--- src/hdl/tsam_pkg.sv ---
`default_nettype none
package tsam_pkg;

	// Field widths.
	localparam int SAMPLE_W = 12;
	localparam int LIMIT_W  = 12;
	localparam int POS_W    = 12;

	// Burst handling.
	localparam int SAMPLES_PER_BURST = 8;
	localparam int IDX_W             = $clog2(SAMPLES_PER_BURST);
	localparam int CNT_W             = $clog2(SAMPLES_PER_BURST + 1);
	localparam int SUM_W             = SAMPLE_W + IDX_W;
	localparam int MIN_VALID         = 3;

	// Window and mapping constants.
	localparam int VALID_LOW  = 100;
	localparam int VALID_HIGH = 3900;
	localparam int RAW_LOW    = 100;
	localparam int RAW_SPAN   = 1800;

	// Serial arithmetic sizes.
	localparam int MUL_STEPS = LIMIT_W;
	localparam int DIV_W     = SAMPLE_W + LIMIT_W;
	localparam int DIV_STEPS = DIV_W;
	localparam int REM_W     = 12;
	localparam int STEP_W    = $clog2(DIV_STEPS);
	localparam int MAP_W     = 14;

	// Configuration register indexes.
	localparam int CFG_IDX_W = 3;
	localparam int CFG_W     = 12;
	localparam logic [CFG_IDX_W-1:0] REG_X_LIMIT   = 3'd0;
	localparam logic [CFG_IDX_W-1:0] REG_Y_LIMIT   = 3'd1;
	localparam logic [CFG_IDX_W-1:0] REG_SWAP_AXES = 3'd2;
	localparam logic [CFG_IDX_W-1:0] REG_FLIP_X    = 3'd3;
	localparam logic [CFG_IDX_W-1:0] REG_FLIP_Y    = 3'd4;

	typedef logic [SAMPLE_W-1:0] sample_t;
	typedef logic [POS_W-1:0]    pos_t;

endpackage
`default_nettype wire

--- src/hdl/tsam_in_if.sv ---
`default_nettype none
interface tsam_in_if import tsam_pkg::*; ();
	logic    valid;
	logic    ready;
	sample_t sample_x;
	sample_t sample_y;

	modport source (output valid, output sample_x, output sample_y, input ready);
	modport sink (input valid, input sample_x, input sample_y, output ready);
endinterface
`default_nettype wire

--- src/hdl/tsam_out_if.sv ---
`default_nettype none
interface tsam_out_if import tsam_pkg::*; ();
	logic valid;
	logic ready;
	logic touched;
	pos_t pos_x;
	pos_t pos_y;

	modport source (output valid, output touched, output pos_x, output pos_y, input ready);
	modport sink (input valid, input touched, input pos_x, input pos_y, output ready);
endinterface
`default_nettype wire

--- src/hdl/touch_sample_average_and_map.sv ---
// Touch sample averaging and coordinate mapping.
// The samples channel carries one word per converter reading pair (sample_x,
// sample_y); a word is taken when valid and ready are both high. Words come in
// bursts of eight. A pair counts when both readings lie strictly between 100
// and 3900; counted pairs are summed. Words of a burst can be taken back to
// back. After the eighth word the block stops taking words and works out the
// result on one shared bit-serial datapath: per axis a 24-step restoring
// division for the average, a 12-step shift-add multiply by the axis limit and
// a 24-step division by 1800. The result is then loaded in the put state; with
// fewer than three counted pairs the check state goes straight there. The
// result is held in an output register: the next burst is taken while it
// waits, and only the hand-off of the following result waits on the receiver.
// The cfg port writes x_limit, y_limit, swap_axes, flip_x and flip_y by index;
// writes with other indexes are dropped. Configuration is to be written only
// while the block is idle; the block itself does not enforce this. Reset
// clears the sums, the burst position, the sequencer and the output valid, and
// restores the register defaults 319, 239, 0, 0, 0.
`default_nettype none
module touch_sample_average_and_map import tsam_pkg::*; (
	input  wire logic                 clk,
	input  wire logic                 arst_n,
	tsam_in_if.sink                   samples,
	tsam_out_if.source                results,
	input  wire logic                 cfg_we,
	input  wire logic [CFG_IDX_W-1:0] cfg_index,
	input  wire logic [CFG_W-1:0]     cfg_data
);

	localparam logic [2:0] ST_ACC = 3'd0;
	localparam logic [2:0] ST_CHK = 3'd1;
	localparam logic [2:0] ST_DIV = 3'd2;
	localparam logic [2:0] ST_MUL = 3'd3;
	localparam logic [2:0] ST_PUT = 3'd4;

	// Configuration registers.
	logic [LIMIT_W-1:0] x_limit_q, y_limit_q;
	logic               swap_axes_q, flip_x_q, flip_y_q;

	// Burst accumulation.
	logic [SUM_W-1:0] sum_x_q, sum_y_q;
	logic [CNT_W-1:0] valid_count_q;
	logic [IDX_W-1:0] burst_index_q;

	// Sequencer and serial datapath.
	logic [2:0]          state_q;
	logic                axis_q;       // 0 while working on x, 1 on y
	logic                div_scale_q;  // 1 when the divider runs the divide by 1800
	logic [STEP_W-1:0]   step_q;
	logic [DIV_W-1:0]    quo_q;
	logic [REM_W-1:0]    rem_q;
	logic [REM_W-1:0]    divisor_q;
	logic [SAMPLE_W-1:0] mcand_q;
	logic [LIMIT_W-1:0]  mplier_q;
	logic [DIV_W-1:0]    acc_q;
	logic [MAP_W-1:0]    map_x_q, map_y_q;
	logic                touched_q;

	// Output register.
	logic out_valid_q;
	logic out_touched_q;
	pos_t out_pos_x_q, out_pos_y_q;

	logic accept, pair_ok, last_word, out_free;
	logic [REM_W:0] shifted, diff;
	logic           qbit;
	logic [REM_W-1:0] rem_next;
	logic [DIV_W-1:0] quo_next;
	logic [MAP_W-1:0] sel_x, sel_y;

	// Flip against the limit when asked, then clamp to 0..limit.
	function automatic pos_t place_axis(input logic [MAP_W-1:0] m,
		input logic [LIMIT_W-1:0] limit, input logic flip);
		logic signed [MAP_W+1:0] v;
		logic [MAP_W+1:0]        lim_ext;
		pos_t                    r;
		lim_ext = {{(MAP_W+2-LIMIT_W){1'b0}}, limit};
		if (flip) begin
			v = $signed(lim_ext) - $signed({2'b00, m});
		end else begin
			v = $signed({2'b00, m});
		end
		if (v < 0) begin
			r = '0;
		end else if (v > $signed(lim_ext)) begin
			r = limit;
		end else begin
			r = v[POS_W-1:0];
		end
		return r;
	endfunction

	assign samples.ready   = (state_q == ST_ACC);
	assign accept          = samples.valid && samples.ready;
	assign pair_ok         = (samples.sample_x > SAMPLE_W'(VALID_LOW))
			&& (samples.sample_x < SAMPLE_W'(VALID_HIGH))
			&& (samples.sample_y > SAMPLE_W'(VALID_LOW))
			&& (samples.sample_y < SAMPLE_W'(VALID_HIGH));
	assign last_word       = (burst_index_q == IDX_W'(SAMPLES_PER_BURST - 1));
	assign out_free        = !out_valid_q || results.ready;

	// One restoring division step: bring in the next dividend bit and try to
	// subtract the divisor from the partial remainder.
	assign shifted  = {rem_q, quo_q[DIV_W-1]};
	assign diff     = shifted - {1'b0, divisor_q};
	assign qbit     = !diff[REM_W];
	assign rem_next = qbit ? diff[REM_W-1:0] : shifted[REM_W-1:0];
	assign quo_next = {quo_q[DIV_W-2:0], qbit};

	// Swapping happens before mirroring and clamping.
	assign sel_x = swap_axes_q ? map_y_q : map_x_q;
	assign sel_y = swap_axes_q ? map_x_q : map_y_q;

	assign results.valid   = out_valid_q;
	assign results.touched = out_touched_q;
	assign results.pos_x   = out_pos_x_q;
	assign results.pos_y   = out_pos_y_q;

	always_ff @(posedge clk or negedge arst_n) begin
		if (!arst_n) begin
			x_limit_q   <= LIMIT_W'(319);
			y_limit_q   <= LIMIT_W'(239);
			swap_axes_q <= 1'b0;
			flip_x_q    <= 1'b0;
			flip_y_q    <= 1'b0;
		end else if (cfg_we) begin
			case (cfg_index)
				REG_X_LIMIT:   x_limit_q   <= cfg_data[LIMIT_W-1:0];
				REG_Y_LIMIT:   y_limit_q   <= cfg_data[LIMIT_W-1:0];
				REG_SWAP_AXES: swap_axes_q <= cfg_data[0];
				REG_FLIP_X:    flip_x_q    <= cfg_data[0];
				REG_FLIP_Y:    flip_y_q    <= cfg_data[0];
				default: ;
			endcase
		end
	end

	always_ff @(posedge clk or negedge arst_n) begin
		if (!arst_n) begin
			state_q       <= ST_ACC;
			sum_x_q       <= '0;
			sum_y_q       <= '0;
			valid_count_q <= '0;
			burst_index_q <= '0;
			axis_q        <= 1'b0;
			div_scale_q   <= 1'b0;
			step_q        <= '0;
			touched_q     <= 1'b0;
			out_valid_q   <= 1'b0;
		end else begin
			if (out_valid_q && results.ready) begin
				out_valid_q <= 1'b0;
			end
			case (state_q)
				ST_ACC: begin
					if (accept) begin
						if (pair_ok) begin
							sum_x_q       <= sum_x_q + SUM_W'(samples.sample_x);
							sum_y_q       <= sum_y_q + SUM_W'(samples.sample_y);
							valid_count_q <= valid_count_q + 1'b1;
						end
						burst_index_q <= burst_index_q + 1'b1;
						if (last_word) begin
							state_q <= ST_CHK;
						end
					end
				end
				ST_CHK: begin
					if (valid_count_q < CNT_W'(MIN_VALID)) begin
						touched_q <= 1'b0;
						state_q   <= ST_PUT;
					end else begin
						// Start the x average: sum_x / valid_count.
						touched_q   <= 1'b1;
						axis_q      <= 1'b0;
						div_scale_q <= 1'b0;
						quo_q       <= DIV_W'(sum_x_q);
						rem_q       <= '0;
						divisor_q   <= REM_W'(valid_count_q);
						step_q      <= '0;
						state_q     <= ST_DIV;
					end
				end
				ST_DIV: begin
					quo_q  <= quo_next;
					rem_q  <= rem_next;
					step_q <= step_q + 1'b1;
					if (step_q == STEP_W'(DIV_STEPS - 1)) begin
						step_q <= '0;
						if (!div_scale_q) begin
							// Average done; multiply (avg - 100) by the limit.
							mcand_q  <= quo_next[SAMPLE_W-1:0] - SAMPLE_W'(RAW_LOW);
							mplier_q <= axis_q ? y_limit_q : x_limit_q;
							acc_q    <= '0;
							state_q  <= ST_MUL;
						end else if (!axis_q) begin
							// x mapped; start the y average.
							map_x_q     <= quo_next[MAP_W-1:0];
							axis_q      <= 1'b1;
							div_scale_q <= 1'b0;
							quo_q       <= DIV_W'(sum_y_q);
							rem_q       <= '0;
							divisor_q   <= REM_W'(valid_count_q);
						end else begin
							map_y_q <= quo_next[MAP_W-1:0];
							state_q <= ST_PUT;
						end
					end
				end
				ST_MUL: begin
					// Multiplier bits enter most significant first.
					acc_q    <= {acc_q[DIV_W-2:0], 1'b0}
							+ (mplier_q[LIMIT_W-1] ? DIV_W'(mcand_q) : '0);
					mplier_q <= {mplier_q[LIMIT_W-2:0], 1'b0};
					step_q   <= step_q + 1'b1;
					if (step_q == STEP_W'(MUL_STEPS - 1)) begin
						step_q      <= '0;
						quo_q       <= {acc_q[DIV_W-2:0], 1'b0}
								+ (mplier_q[LIMIT_W-1] ? DIV_W'(mcand_q) : '0);
						rem_q       <= '0;
						divisor_q   <= REM_W'(RAW_SPAN);
						div_scale_q <= 1'b1;
						state_q     <= ST_DIV;
					end
				end
				ST_PUT: begin
					if (out_free) begin
						out_valid_q   <= 1'b1;
						out_touched_q <= touched_q;
						if (touched_q) begin
							out_pos_x_q <= place_axis(sel_x, x_limit_q, flip_x_q);
							out_pos_y_q <= place_axis(sel_y, y_limit_q, flip_y_q);
						end else begin
							out_pos_x_q <= '0;
							out_pos_y_q <= '0;
						end
						sum_x_q       <= '0;
						sum_y_q       <= '0;
						valid_count_q <= '0;
						burst_index_q <= '0;
						state_q       <= ST_ACC;
					end
				end
				default: state_q <= ST_ACC;
			endcase
		end
	end

endmodule
`default_nettype wire
--- src/flat_wrapper.sv ---
// flat-port wrapper written by rule: the top's interface ports become plain ports
module touch_sample_average_and_map_flat import tsam_pkg::*;
  (clk, arst_n, cfg_we, cfg_index, cfg_data, samples_valid, samples_sample_x, samples_sample_y, samples_ready, results_valid, results_touched, results_pos_x, results_pos_y, results_ready);
  tsam_in_if samples_i ();
  tsam_out_if results_i ();
  input  wire logic clk;
  input  wire logic arst_n;
  input  wire logic cfg_we;
  input  wire logic [CFG_IDX_W-1:0] cfg_index;
  input  wire logic [CFG_W-1:0] cfg_data;
  input wire logic [$bits(samples_i.valid)-1:0] samples_valid;
  input wire logic [$bits(samples_i.sample_x)-1:0] samples_sample_x;
  input wire logic [$bits(samples_i.sample_y)-1:0] samples_sample_y;
  output wire logic [$bits(samples_i.ready)-1:0] samples_ready;
  output wire logic [$bits(results_i.valid)-1:0] results_valid;
  output wire logic [$bits(results_i.touched)-1:0] results_touched;
  output wire logic [$bits(results_i.pos_x)-1:0] results_pos_x;
  output wire logic [$bits(results_i.pos_y)-1:0] results_pos_y;
  input wire logic [$bits(results_i.ready)-1:0] results_ready;
  assign samples_i.valid = samples_valid;
  assign samples_i.sample_x = samples_sample_x;
  assign samples_i.sample_y = samples_sample_y;
  assign samples_ready = samples_i.ready;
  assign results_valid = results_i.valid;
  assign results_touched = results_i.touched;
  assign results_pos_x = results_i.pos_x;
  assign results_pos_y = results_i.pos_y;
  assign results_i.ready = results_ready;
  touch_sample_average_and_map u_core (.clk(clk), .arst_n(arst_n), .samples(samples_i), .results(results_i), .cfg_we(cfg_we), .cfg_index(cfg_index), .cfg_data(cfg_data));
endmodule
--- config.mk ---
export PLATFORM = sky130hd
export DESIGN_NAME = touch_sample_average_and_map_flat
export DESIGN_NICKNAME = d
export VERILOG_FILES = /design/src/hdl/tsam_pkg.sv /design/src/hdl/tsam_in_if.sv /design/src/hdl/tsam_out_if.sv /design/src/hdl/touch_sample_average_and_map.sv /design/src/flat_wrapper.sv
export SDC_FILE = /design/constraint.sdc
export NUM_CORES = 1
export LEC_CHECK = 0
export BUFFER_PORTS_ARGS = -buffer_cell sky130_fd_sc_hd__buf_2
export CORE_MARGIN = 2
export CORE_UTILIZATION = 50
export CTS_CLUSTER_SIZE = 25
export DETAILED_ROUTE_END_ITERATION = 16
export GPL_ROUTABILITY_DRIVEN = 0
export GPL_TIMING_DRIVEN = 0
export PLACE_DENSITY = 0.67
export SLEW_MARGIN = 10
export SYNTH_ARGS = -nofsm -noshare
export SYNTH_HDL_FRONTEND = slang
export SYNTH_SLANG_ARGS = --single-unit
--- constraint.sdc ---
create_clock -name clk -period 5.5 [get_ports clk]
set_input_delay 0.55 -clock clk [delete_from_list [all_inputs] [get_ports clk]]
set_output_delay 0.55 -clock clk [all_outputs]
set_load 0.005 [all_outputs]
==> results.md <==
- Worst reg-to-reg path cell count: 19
- TritonCTS buffer count: 24
- Endpoints failing setup: 0
- Largest net degree at the start of global routing: 55
- H-Tree Depth: 1
- Leading cell type in the layout, fill and taps excluded: edfxtp_1
- Vias in the first global route: 10,100
- Commonest non-fill, non-tap cells in the layout: edfxtp_1, nand2_1, o21ai_0, nor2_1, ha_1
- Outcome: finished clean
- Dpl cells: 1,783
- Total number of vias: 10,700
- Pwr dens: 503 nW/um^2
- Site Rows: 60
- Drt total wl: 34,200 um
- Tightest Hold Check Type: primary input to flip-flop
- Max-cap viol count: 0
- Syn Std Cell Area: 13,600 um^2
- TritonCTS clock tree: done
- Iter 0 DRT Violations: 719
- Cell chain of the critical path: buf_2 -> buf_4 -> mux2i_2 -> ha_1 -> nor2b_1 -> o31a_1 -> o31a_1 -> o311a_4 -> or3_1 -> a31o_1 -> ha_1 -> nand4_1 -> nor3_1 -> nor2_1 -> o21ai_0 -> o211ai_1 -> a21oi_4 -> mux2i_1 -> nor2_1
- Crit path launch type: flip-flop
- Die Height: 169 um
- Worst path required time: 5770 ps
- Leak pwr: 0.00627 uW
- Layout net count: 1,618
- Worst-Skew Late Latency: 530 ps
- CP endpoint kind: flip-flop
- Aggregate global-route resource usage: 23.9%
- CP arrival: 5490 ps
- Chip width: 169 um
- First-pass GRT wire length: 53,900 um
- Clock slew at reported path FFs: 60 ps
- Prevailing post-synth register cell: edfxtp_1
- FF-to-FF Start: u_core.swap_axes_q
- Clk buf depth: 3
- Min Tclk post-route: 5220 ps
- Inserted Diodes: 0
- Drt first pass iters: 5
- Initial antenna violation count: 0
- Clk_skew: 11.2 ps
- Detailed placement HPWL: 26,200 um
- RSZ-0062 raised after global routing: false
- R2R Setup Slk: 280 ps
- Port bufs: 70
- Hold Crit Depth: 3
- Comb power frac: 42.9%
- Share of layout cells above drive strength 1: 12.2%
- Critical-path maximum fanout: 10
- DR WL/cell: 18.7 um
- P_sw: 3040 uW
- Ys async rst share: 35.0%
- Hold EP: u_core.y_limit_q[7]
- Final slew viol count: 0
- Hold Path Origin: cfg_data[7]
- Internal: 4660 uW
- Final antenna-violating net count: 0
- Part of the power in registers: 36.5%
- Yosys reg bits: 217
- Max incr delay on CP: 410 ps
- Worst slew margin: 21.6%
- Post-synth EDFFs: 141
- CP max stage cell: o311a_4
- Final worst-path cycle share: 94.9%
- Syn nets: 1,517
- Post-synth cell types: 75
- Synth warn: 0
- Post-Layout Cell Count: 1,830
- Vias per cell: 5.86
- Share of the yosys chip area belonging to registers: 45.1%
- Hold_ws: 251 ps
- Hold Vio Cnt, Final: 0
- CTS sink count: 217
- I/O pins: 71
- Switching Share: 39.5%
- Syn avg cell area: 9.95 um^2
- Mapped Cells: 1,370
- Final Power: 7690 uW
- Core area: 26,900 um^2
- Clk pwr share: 20.6%
- CP Class: flip-flop to flip-flop
- Slew of the pin with the lowest slew margin: 1180 ps
- Starting density of the core: 50.7%
- Die ar.: 28,600 um^2
- Worst VDD drop: 0.242 mV
- Worst r2r dst: u_core.results.pos_x[2]
- FMAX: 0.192 GHz
- Grt ovf: 0
- Layout area overhead: 12.2%
- DRC: 0
- Root Driver: clkbuf_16
how the worst max path moves through the flow:
stage | from | end | slack, ps
6_report | u_core.swap_axes_q | u_core.results.pos_x[2] | 280
2_1_floorplan | u_core.swap_axes_q | u_core.results.pos_x[10] | 570
4_1_cts | u_core.swap_axes_q | u_core.results.pos_x[2] | 110
5_1_grt | u_core.swap_axes_q | u_core.results.pos_y[9] | 9
3_3_place_gp | u_core.swap_axes_q | u_core.results.pos_x[2] | -90
3_5_place_dp | u_core.swap_axes_q | u_core.results.pos_x[2] | -140
power groups by stage:
stage / clock (uW) / sequential [uW] / combinational [uW]
floorplan: 0 / 2630 / 2510
global placement: 0 / 2820 / 3170
detailed placement: 0 / 2820 / 3260
CTS: 1610 / 2800 / 3280
global route: 1670 / 2850 / 3730
finish: 1590 / 2810 / 3300
state kept, by name (all words and copies together), names as in the netlist, 14 cells and up:
| name | flops |
|---|---|
| u_core.acc_q | 23 |
| u_core.quo_q | 24 |
| u_core.map_x_q | 14 |
| u_core.sum_x_q | 15 |
| u_core.sum_y_q | 15 |
| u_core.map_y_q | 14 |
cell usage after synthesis (10+ instances only):
master	count	area [um^2]
a211oi_1	14	105
nand4_1	22	138
nand3_1	63	315
edfxtp_1	141	4230
o21a_1	12	90.1
nor2_1	110	413
clkbuf_1	38	143
o21ai_1	11	55.1
nor2b_1	15	93.8
nor3_1	29	145
inv_1	67	251
nand2b_1	15	93.8
xor2_1	32	280
a21oi_1	82	410
mux2i_1	56	561
dfrtp_1	62	1550
ha_1	97	1210
dfstp_2	14	368
nand2_1	116	435
a21o_1	24	180
or2_2	10	62.6
o21ai_0	114	571
xnor2_1	33	289
or3_1	14	87.6
mux2_2	18	203
and3_1	12	75.1
and2_1	23	144
logic make-up after synthesis:
kind of cell | after synthesis | synth area share, %
flops | 217 | 45.1
mux | 75 | 5.68
buf+inv | 119 | 3.45
simple gates | 453 | 16.1
fa+ha+maj | 103 | 9.79
compound gates | 338 | 15.7
xor+xnor | 65 | 4.18
repair_timing:
item | in CTS | in global routing
hold endpoints to repair | 13 | 0
hold buffers | 1 | 0
cloned | 0 | 1
gates resized for setup | 1 | 7
setup buffers | 0 | 1
setup endpoints to repair | 12 | 22
cell type report:
type / instances / area, um^2
clock buffer: 35 / 693
buffer: 51 / 220
inverter: 68 / 255
multi-input combinational: 1035 / 7030
fill: 2351 / 11600
clock inverter: 9 / 96.3
tap: 341 / 427
sequential: 217 / 6150
timing repair buffer: 74 / 418
through the flow:
step | setup TNS (ps) | worst slack (ps) | cell area (um^2) | utilization, %
floorplan | 0 | 571 | 13600 | -
global placement | -269 | -86.6 | 14400 | 53.6
detailed placement | -702 | -142 | 14500 | 53.8
CTS | 0 | 107 | 15300 | 56.8
global route | 0 | 9.13 | 15300 | 56.9
finish | 0 | 282 | 15300 | 56.9
layer usage:
metal  part of all wire, %  track usage [%]
met5                     0                0
met4                   3.6             8.06
met1                    44             31.3
met3                   4.6             3.02
met2                    48             41.1
critical path, delay by kind of cell (launching register included):
family / cells / cell delay (ps)
flops: 1 / 360
fa+ha+maj: 2 / 590
buf+inv: 2 / 520
mux: 2 / 690
simple gates: 6 / 980
compound gates: 7 / 1810
(Power assumes the default switching activity.)
